[src/design/mi3_pkg.sv]
// mi3_pkg: shared types and constants of the 3x3 matrix inverse pipeline
// no dependencies; imported by every module of the block
`default_nettype none
package mi3_pkg;

    // number of matrix elements and operand widths
    localparam int NEL     = 9;
    localparam int IN_W    = 16;
    localparam int COF_W   = 33;
    localparam int DET_W   = 50;
    localparam int DEN_W   = 49;
    localparam int NB_W    = 33;
    localparam int QUO_W   = 33;
    localparam int RES_W   = 32;

    // pipeline depth: cofactor stages, divider prep, one stage per quotient bit, saturation
    localparam int COF_LAT = 4;
    localparam int NSTEP   = QUO_W;
    localparam int DEPTH   = COF_LAT + NSTEP + 2;

    // saturation limits of a Q16.16 result
    localparam logic [RES_W-1:0] SAT_POS = 32'h7FFF_FFFF;
    localparam logic [RES_W-1:0] SAT_NEG = 32'h8000_0000;
    localparam logic [QUO_W-1:0] NEG_LIM = 33'h0_8000_0000;

    typedef logic [NEL-1:0][IN_W-1:0]  t_mat;
    typedef logic [NEL-1:0][COF_W-1:0] t_cof;
    typedef logic [NEL-1:0][RES_W-1:0] t_res;

    // state of the nine lanes of the shared-denominator divider
    typedef struct packed {
        logic [NEL-1:0][DEN_W-1:0] rem;
        logic [NEL-1:0][NB_W-1:0]  nb;
        logic [NEL-1:0][QUO_W-1:0] quo;
        logic [NEL-1:0]            neg;
        logic [NEL-1:0]            ovf;
        logic [DEN_W-1:0]          den;
        logic                      sing;
    } t_dstage;

endpackage
`default_nettype wire

[src/design/mi3_div_prep.sv]
// mi3_div_prep: sign split, magnitudes and quotient overflow check before the divider
// depends on mi3_pkg
`default_nettype none
module mi3_div_prep import mi3_pkg::*; (
    input  wire logic             i_clk,
    input  wire logic             i_en,
    input  wire t_cof             i_cof,
    input  wire logic [DET_W-1:0] i_det,
    output t_dstage               o_st
);

    t_dstage             n_st;
    t_dstage             r_st;
    logic [DET_W-1:0]    w_dabs;
    logic [COF_W-1:0]    w_mag [NEL];

    // magnitudes; the numerator is the cofactor magnitude shifted up by 24
    always_comb begin
        w_dabs = i_det[DET_W-1] ? DET_W'(-i_det) : i_det;
        n_st   = '0;
        n_st.den  = w_dabs[DEN_W-1:0];
        n_st.sing = (i_det == '0);
        for (int k = 0; k < NEL; k++) begin
            w_mag[k]     = i_cof[k][COF_W-1] ? COF_W'(-i_cof[k]) : i_cof[k];
            n_st.neg[k]  = i_cof[k][COF_W-1] ^ i_det[DET_W-1];
            // quotient of 2^33 or more when the upper numerator bits reach the divisor
            n_st.ovf[k]  = {25'd0, w_mag[k][COF_W-1:9]} >= w_dabs[DEN_W-1:0];
            n_st.rem[k]  = n_st.ovf[k] ? '0 : {25'd0, w_mag[k][COF_W-1:9]};
            n_st.nb[k]   = {w_mag[k][8:0], 24'd0};
            n_st.quo[k]  = '0;
        end
    end

    always_ff @(posedge i_clk) begin
        if (i_en) begin
            r_st <= n_st;
        end
    end

    assign o_st = r_st;

endmodule
`default_nettype wire

[config.mk]
export PLATFORM = sky130hd
export DESIGN_NAME = mi3_div_prep
export DESIGN_NICKNAME = d
export VERILOG_FILES = /design/src/design/mi3_pkg.sv /design/src/design/mi3_div_prep.sv
export SDC_FILE = /design/constraint.sdc
export NUM_CORES = 1
export LEC_CHECK = 0
export BUFFER_PORTS_ARGS = -buffer_cell sky130_fd_sc_hd__buf_2
export CORE_AREA = 2 2 559 561
export CTS_CLUSTER_DIAMETER = 60
export CTS_CLUSTER_SIZE = 14
export DETAILED_ROUTE_END_ITERATION = 7
export DIE_AREA = 0 0 561 563
export RECOVER_POWER = 50
export SETUP_SLACK_MARGIN = 0.15
export SLEW_MARGIN = 20
export SYNTH_ARGS = -nofsm -noshare
export SYNTH_HDL_FRONTEND = slang
export SYNTH_SLANG_ARGS = --single-unit
[constraint.sdc]
create_clock -name i_clk -period 5.12 [get_ports i_clk]
set_input_delay 0.768 -clock i_clk [delete_from_list [all_inputs] [get_ports i_clk]]
set_output_delay 0.768 -clock i_clk [all_outputs]
set_load 0.02 [all_outputs]
==> results of run 1 <==
## where the power goes
part	leakage (nW)	switching (mW)	internal (mW)	total, mW
combinational	11.3	2.70	1.08	3.79
clock	0.756	1.58	1.83	3.41
sequential	3.57	0.132	3.68	3.81
total	15.7	4.41	6.59	11.0
## final cells by class
type / instances / share of cell area [%]
Sequential cell: 365 / 27.8
Clock buffer: 50 / 2.96
Tap cell: 4140 / 13.1
Antenna cell: 45 / 0.286
Clock inverter: 27 / 1.04
Inverter: 54 / 0.514
Multi-Input combinational cell: 2471 / 40.7
Timing Repair Buffer: 938 / 13.6
## synthesized netlist by cell type, types with 22 or more instances
library cell	n
nand4_1	39
xnor2_1	279
nor2_1	41
or3_1	45
a21o_1	64
clkbuf_1	74
or4_1	57
a21oi_1	68
ha_1	226
a21boi_0	162
nand3_1	23
nand2b_1	32
a21boi_1	51
inv_1	54
nor3_1	31
xor2_1	46
o21ai_0	146
nand2_1	132
o41ai_1	41
nor4_1	22
o31ai_1	76
edfxtp_1	365
buf_4	752
## final timing paths
path / startpoint / endpoint / cells after the start
hold / removal: i_cof[66] / o_st[455]$_DFFE_PP_ / 1
setup / recovery: i_cof[171] / o_st[908]$_SDFFCE_PP0P_ / 19
## per-layer routing
layer	vias to the layer above	part of all wire [%]	global-route usage [%]
li1	11212	-	-
met1	11703	35	10.5
met2	1403	48	17.7
met3	222	12	4.39
met4	6	5.2	4.44
met5	-	0.024	0
## through the flow
stage / cell area, um^2 / TNS, ns / worst slack, ns / power (mW) / utilization (%)
after CTS: 39500 / 0 / 0.452 / 11.2 / 12.7
after global routing: 39400 / 0 / 0.0937 / 11.6 / 12.7
after floorplan: 33200 / 0 / 0.128 / 6.24 / -
after global placement: 38000 / -9.20 / -0.297 / 7.71 / 12.2
after detailed placement: 38000 / -10.56 / -0.275 / 7.74 / 12.2
final: 39400 / 0 / 0.176 / 11.0 / 12.7
## kinds of logic after synthesis
kind of cell             after synthesis
AND/OR/NAND/NOR                      494
XOR/XNOR                             325
adder cells (fa/ha/maj)              226
AO/OA/AOI/OAI                        684
buffers and inverters                883
multiplexers                           4
other                                  1
flip-flops                           365
==> results by group, run 1 <==
Synth
  – Dominant cells by area after synthesis: edfxtp_1 (36%), buf_4 (19%), ha_1 (9.3%), xnor2_1 (8.1%), a21boi_0 (4.0%)
  – Count of different cell masters after synthesis: 57
  – Cell Area, Synth: 0.0303 mm^2
  – Xor and xnor area share after synthesis: 9.39%
  – Synth Area in Compound Gates: 15.7%
  – Total of warnings raised by yosys: 0
  – Yosys top cell area share: 36.2%
  – Main synth FF type: edfxtp_1
  – Seq/Total Area, Yosys: 36.2%
  – Adder-Cell Fraction of Synth Area: 9.33%
  – Mux contribution to synthesized area: 0.132%
  – Largest area contributor in the netlist: edfxtp_1
  – Simple-Gate Fraction of Synth Area: 9.06%
  – Largest family of logic cells by synthesized area: buffers and inverters
  – Post-synth EDFFs: 365
  – Mapped Cells: 2,982
  – Async S/R FF share, synth: 0%
  – #FFs+latches synth: 365
  – Mean Syn Cell Area: 10.2 um^2

Global route
  – First-pass GRT wire length: 210,000 um
  – Antenna violations before repair: 47
  – Total gr overflow: 0
  – Largest net degree at the start of global routing: 134
  – Aggregate global-route resource usage: 10.1%
  – Vias in the first global route: 21,594

Detailed routing
  – DR WL/cell: 21.0 um
  – Iter 0 DRT Violations: 2,107
  – Drt pass-1 iters: 6
  – Post-DRT Antenna Nets: 0
  – Avg Vias per Cell: 3.03
  – DRC: 0
  – Routed wire length: 170,000 um
  – Via Count: 24,546

STA
  – Worst slew margin: -69.3%
  – Hold Violations, Final: 0
  – F_max: 0.202 GHz
  – Slew @ Worst Pin: 2.54 ns
  – Final Cycle Share: 96.6%
  – Max-slew violations: 322
  – Setup violations, final: 0
  – Min Clock Period, post-route: 4.94 ns
  – Unrepaired setup endpoints after global routing: false
  – Hold slack: 0.363 ns

Floorplanning
  – Core Rows: 205
  – Die Wd: 561 um
  – IO Count: 1,452
  – Starting density of the core: 9.77%
  – Die H: 563 um
  – Core box area: 0.310 mm^2
  – Die Area: 0.316 mm^2

CTS
  – CTS Root Cell: clkbuf_16
  – CTS resizes: 0
  – Postcts setup bufs: 0
  – # hold bufs at CTS: 0
  – Clk buf depth: 3
  – Clock Sink Count: 365
  – Number of CTS-inserted buffers: 46
  – H-tree levels: 2
  – CTS tree: yes
  – Clk pin slew, worst setup/hold paths: 0.06 ns

Pwr
  – Peak VDD IR: 0.000239 V
  – Power per cell area: 279 mW/mm^2
  – Leak: 15.7 nW

Critical path
  – Crit-path slowest cell: or4_1
  – CP arrival: 5.46 ns
  – Critical Path Sink Type: flip-flop
  – CP peak stage delay: 0.54 ns
  – CP Launch Type: primary input
  – Worst-path cell chain: buf_2 > or4_1 > nor2_1 > clkbuf_1 > nand4b_1 > or3_1 > or3_1 > o41ai_1 > xnor2_1 > ha_1 > a21o_1 > a21o_1 > a21oi_1 > nand2_1 > a21oi_1 > o21ai_1 > buf_12 > a21boi_0 > buf_4
  – Crit path max fanout: 22
  – Type of the worst setup path: primary input to flip-flop
  – Worst path required time: 5.64 ns
  – Worst path buffer plus inverter count: 4
  – Delay-heaviest family, CP: simple AND/OR/NAND/NOR gates

Status
  – Status: finished with violations
  – Failing checks: capacitance limit, slew limit

Final layout
  – Multi-input gate area: 0.0160 mm^2
  – Final-layout fill cell count: 35,658
  – Share of cells above drive strength 1: 23.7%
  – Commonest cells after routing, fill and taps aside: conb_1 (738), buf_2 (610), edfxtp_1 (365)
  – Non-Filler Instances: 8,090
  – Layout Nets: 4,451
  – Storage cell area: 0.0110 mm^2
  – Layout area overhead: 30.1%
  – Max FFs per register: 365
  – Most common cell after layout, fill and taps aside: conb_1

Place
  – Detailed Place HPWL: 146,000 um
  – Port Buffers: 713
  – Cell Count Post-Placement: 7,968
  – RD Place Congestion: 0.880

Hold path
  – Min-Delay Path Class: primary input to flip-flop

Run
  – Max-Cap Viols: 5
Power figures use the tool's default switching activity.
==> run 2, diff against run 1 <==
--- a/config.mk
+++ b/config.mk
@@ -11,7 +11,6 @@
 export CTS_CLUSTER_SIZE = 14
 export DETAILED_ROUTE_END_ITERATION = 7
 export DIE_AREA = 0 0 561 563
-export RECOVER_POWER = 50
 export SETUP_SLACK_MARGIN = 0.15
 export SLEW_MARGIN = 20
 export SYNTH_ARGS = -nofsm -noshare
==> run 2 against run 1 <==
  * The run now ends clean
  * Hold slack got worse by 0.048 ns
  * Combinational power barely moved
  * Power about the same
  * Routed wire length hardly changed
  * Via count is 0.43% higher
  * Cell count hardly changed
  * Global-route usage stayed put
  * Critical path depth stayed put
  * Utilization up 0.064 points
  * Sequential power about the same
  * Final area up 0.50%
  * Die area is the same
  * Critical endpoint unchanged
  * Largest cell class unchanged
==> results by group, run 2 (synthesis gave the netlist of run 1 again) <==
Critical path
  – CP arrival: 5.25 ns
  – CP Launch Type: primary input
  – CP peak stage delay: 0.55 ns
  – Worst path required time: 5.63 ns
  – Crit-path slowest cell: or4_1
  – Critical Path Sink Type: flip-flop
  – Worst-path cell chain: buf_2 > inv_1 > ha_1 > or4b_1 > or4_1 > o41ai_1 > xnor2_1 > inv_1 > buf_12 > ha_1 > a21o_1 > a21o_1 > a21oi_1 > nand2_1 > a21oi_1 > o21ai_1 > buf_12 > a21boi_0 > buf_4
  – Crit path capture: o_st[908]$_SDFFCE_PP0P_
  – Type of the worst setup path: primary input to flip-flop
  – Crit path max fanout: 22
  – Crit. Startpoint: i_det[0]

CTS
  – Number of CTS-inserted buffers: 46
  – Clk buf depth: 3
  – # hold bufs at CTS: 0
  – CTS resizes: 0
  – H-tree levels: 2
  – Clk pin slew, worst setup/hold paths: 0.06 ns
  – Postcts setup bufs: 0
  – Clock Sink Count: 365
  – CTS tree: yes
  – CTS Root Cell: clkbuf_16

Pwr
  – Peak VDD IR: 0.000239 V
  – Power per cell area: 278 mW/mm^2
  – Leak: 16.0 nW
  – Power consumption: 11.0 mW

Place
  – RD Place Congestion: 0.880
  – Cell Count Post-Placement: 7,968
  – Detailed Place HPWL: 146,000 um
  – Worst slack at placement: -0.275 ns
  – Port Buffers: 713
  – DP Area: 0.0380 mm^2

Detailed routing
  – DRC: 0
  – Drt pass-1 iters: 6
  – DR WL/cell: 21.0 um
  – Via Count: 24,652
  – Routed wire length: 170,000 um
  – Post-DRT Antenna Nets: 0
  – Avg Vias per Cell: 3.05
  – Iter 0 DRT Violations: 2,019

STA
  – Unrepaired setup endpoints after global routing: false
  – Hold slack: 0.314 ns
  – F_max: 0.211 GHz
  – Worst slew margin: 39.2%
  – Hold Violations, Final: 0
  – Final worst setup slack: 0.382 ns
  – Setup violations, final: 0
  – Max-slew violations: 0
  – Setup TNS: 0 ns
  – Final Cycle Share: 92.5%
  – Slew @ Worst Pin: 0.911 ns
  – Min Clock Period, post-route: 4.74 ns

Final layout
  – Non-Filler Instances: 8,088
  – Core Util, Final: 12.8%
  – Most common cell after layout, fill and taps aside: conb_1
  – Max FFs per register: 365
  – Final instance area: 0.0396 mm^2
  – Layout area overhead: 30.7%
  – Layout Nets: 4,451
  – Share of cells above drive strength 1: 26.6%
  – Commonest cells after routing, fill and taps aside: conb_1 (738), buf_2 (711), edfxtp_1 (365)

Global route
  – First-pass GRT wire length: 210,000 um
  – Vias in the first global route: 21,594
  – Largest net degree at the start of global routing: 134
  – Antenna violations before repair: 47
  – Aggregate global-route resource usage: 10.1%
  – Total gr overflow: 0

Floorplanning
  – Die H: 563 um
  – Starting density of the core: 9.77%
  – Die Wd: 561 um
  – Core box area: 0.310 mm^2
  – Die Area: 0.316 mm^2
  – Core Rows: 205
  – IO Count: 1,452

Hold path
  – Min-Delay Path Class: primary input to flip-flop

Status
  – Status: finished clean

Run
  – Max-Cap Viols: 0
-- run 2: cell types whose count changed in the layout (fill, tap and decap cells not counted), sizes merged --
cell	before	now
diode	45	43
buf	823	938
clkbuf	165	50
-- run 2: final cells by class --
| cell class | instances | area, um^2 |
|---|---|---|
| antenna | 43 | 108 |
| clock buffer | 50 | 1170 |
| clock inverter | 27 | 409 |
| fill | 35594 | 271000 |
| inverter | 54 | 203 |
| multi-input combinational | 2471 | 16000 |
| sequential | 365 | 11000 |
| tap | 4140 | 5180 |
| timing repair buffer | 938 | 5570 |
-- run 2: report_power, final --
group          switching (mW)  leakage, nW  internal [mW]  total, mW
Clock                    1.57        0.756           1.83       3.40
Sequential              0.130         3.57           3.67       3.80
Combinational            2.70         11.7           1.11       3.81
Total                    4.40         16.0           6.61       11.0
-- run 2: per-layer routing --
layer	track usage [%]	routed length [um]
met1	10.5	59300
met4	4.44	8590
met5	0	40
met3	4.39	19900
met2	17.7	82000
-- run 2: worst min-delay path by stage --
stage | start | slack, ns | cells after the start | to
floorplan | i_det[0] | 0.87 | 0 | o_st[1]$_DFFE_PP_
global placement | i_cof[66] | 0.99 | 1 | o_st[455]$_DFFE_PP_
detailed placement | i_cof[0] | 0.99 | 1 | o_st[389]$_DFFE_PP_
CTS | i_cof[66] | 0.23 | 1 | o_st[455]$_DFFE_PP_
global route | i_cof[66] | 0.26 | 1 | o_st[455]$_DFFE_PP_
finish | i_cof[66] | 0.31 | 1 | o_st[455]$_DFFE_PP_
-- run 2: critical path, delay by kind of cell --
family	cells	cell delay [ns]
fa+ha+maj	2	0.56
buf+inv	6	1.01
xor+xnor	1	0.22
simple gates	3	1.09
compound gates	7	1.45
==> run 3, diff against run 2 <==
==> constraint.sdc (replaced) <==
create_clock -name i_clk -period 5.12 [get_ports i_clk]
set_input_delay 1.024 -clock i_clk [delete_from_list [all_inputs] [get_ports i_clk]]
set_output_delay 1.024 -clock i_clk [all_outputs]
set_load 0.02 [all_outputs]
==> run 3 against run 2 <==
  * Sequential share of layout area shrank 0.60 points
  * Power grew 0.70%
  * Sequential power is essentially flat
==> results by group, run 3 (synthesis gave the netlist of run 1 again) <==
Pwr
  – Seq pwr share: 34.1%
  – Sw Ratio: 40.1%
  – Peak VDD IR: 0.000245 V
  – Leak: 16.5 nW
  – Clock share of power: 30.3%
  – NetSw: 4.45 mW
  – Power per cell area: 274 mW/mm^2
  – Gate power share: 35.6%
  – Internal power: 6.64 mW

Final layout
  – Commonest cells after routing, fill and taps aside: conb_1 (738), buf_2 (709), edfxtp_1 (365)
  – Most common cell after layout, fill and taps aside: conb_1
  – Layout Nets: 4,546
  – Core Util, Final: 13.1%
  – Share of cells above drive strength 1: 29.3%
  – Final-layout fill cell count: 35,580
  – Max FFs per register: 365
  – Final instance area: 0.0405 mm^2
  – Layout area overhead: 33.6%

Detailed routing
  – Met3 routed wirelength: 17,800 um
  – Via Count: 25,303
  – Top sig layer: met5
  – WL met1: 63,900 um
  – DR WL/cell: 20.5 um
  – Iter 0 DRT Violations: 1,853
  – Routed wire length: 168,000 um
  – Drt pass-1 iters: 8
  – DRC: 0
  – Met2 wire length: 74,900 um
  – Avg Vias per Cell: 3.10
  – Post-DRT Antenna Nets: 0

STA
  – Final Cycle Share: 98.5%
  – Worst slew margin: 32.2%
  – Min Clock Period, post-route: 5.04 ns
  – F_max: 0.198 GHz
  – Setup violations, final: 0
  – Hold slack: 0.581 ns
  – Slew @ Worst Pin: 1.01 ns
  – Setup TNS: 0 ns
  – Max-slew violations: 0
  – Unrepaired setup endpoints after global routing: true
  – Hold Violations, Final: 0

CTS
  – H-tree levels: 2
  – Clk pin slew, worst setup/hold paths: 0.07 ns
  – CTS Root Cell: clkbuf_16
  – CTS tree: yes
  – Number of CTS-inserted buffers: 45
  – Clock Sink Count: 365
  – Clk buf depth: 3
  – # hold bufs at CTS: 0

Hold path
  – Min-Delay Path Class: primary input to flip-flop
  – Hold Crit Start: i_cof[0]

Global route
  – Largest net degree at the start of global routing: 124
  – First-pass GRT wire length: 209,000 um
  – Total gr overflow: 0
  – Vias in the first global route: 22,387
  – Antenna violations before repair: 67
  – Aggregate global-route resource usage: 9.94%

Critical path
  – Worst path required time: 5.53 ns
  – Type of the worst setup path: primary input to flip-flop
  – CP arrival: 5.45 ns
  – Critical Path Most Common Cell: or4_4
  – CP peak stage delay: 0.57 ns
  – Crit path max fanout: 4
  – Worst-path cell chain: buf_6 > or4_4 > or4_4 > or3_4 > or4_4 > or4_4 > o31ai_4 > xnor2_2 > ha_4 > a21o_1 > a2111oi_4 > a31oi_1 > o41a_1 > buf_4 > and2_4
  – Crit path capture: o_st[56]$_DFFE_PP_
  – Critical Path Sink Type: flip-flop
  – Crit. Startpoint: i_cof[210]
  – Crit-path slowest cell: or4_4
  – CP Launch Type: primary input

Status
  – Status: finished clean

Floorplanning
  – Core Rows: 205
  – Die Wd: 561 um
  – Core box area: 0.310 mm^2
  – Die Area: 0.316 mm^2
  – IO Count: 1,452
  – Die H: 563 um
  – Starting density of the core: 9.77%

Place
  – Detailed Place HPWL: 145,000 um
  – Port Buffers: 713
  – RD Place Congestion: 0.898
  – DP Area: 0.0388 mm^2

Run
  – Max-Cap Viols: 0
[run 3: cell type report]
class                           count  area, um^2  area share (%)
Antenna cell                       26        65.1           0.161
Multi-Input combinational cell   2471       16200            40.1
Inverter                           54         203           0.500
Clock buffer                       47        1130            2.80
Sequential cell                   365       11000            27.1
Clock inverter                     30         348           0.859
Tap cell                         4140        5180            12.8
Timing Repair Buffer             1034        6380            15.7
[run 3: power by group through the flow]
stage | Clock, mW | Combinational [mW] | Sequential, mW
6_report | 3.36 | 3.94 | 3.78
2_1_floorplan | 0 | 2.06 | 4.21
4_1_cts | 3.48 | 3.94 | 3.79
3_5_place_dp | 0 | 3.93 | 3.85
5_1_grt | 3.55 | 4.23 | 3.80
3_3_place_gp | 0 | 3.91 | 3.85
[run 3: worst min path at each step]
stage,cells past startpoint,to,slack (ns)
6_report,1,o_st[389]$_DFFE_PP_,0.58
5_1_grt,1,o_st[389]$_DFFE_PP_,0.55
4_1_cts,1,o_st[389]$_DFFE_PP_,0.51
3_5_place_dp,1,o_st[389]$_DFFE_PP_,1.25
3_3_place_gp,1,o_st[389]$_DFFE_PP_,1.25
2_1_floorplan,0,o_st[1]$_DFFE_PP_,1.12
[run 3: metrics by stage]
stage               setup WS (ns)  total power [mW]  instances
detailed placement         -0.515              7.78       8060
CTS                         0.181              11.2       8137
global placement           -0.665              7.75       8060
finish                     0.0773              11.1       8167
global route               0.0121              11.6       8160
floorplan                  -0.131              6.27       3719
[run 3: timing repair]
action	CTS	global route
endpoints found under the setup margin	0	76
buffers inserted	0	4
resized for setup	0	32
[run 3: critical path: cells and delay by family]
family,cells,cell delay [ns]
XOR/XNOR,1,0.13
AO/OA/AOI/OAI,5,1.38
AND/OR/NAND/NOR,6,2.47
buffers and inverters,2,0.26
adder cells (fa/ha/maj),1,0.18
[run 3: layer usage]
layer	vias to the layer above	GRT usage (%)
li1	11390	-
met1	12148	11.4
met2	1502	15.9
met3	247	3.62
met4	16	5.71
met5	-	0
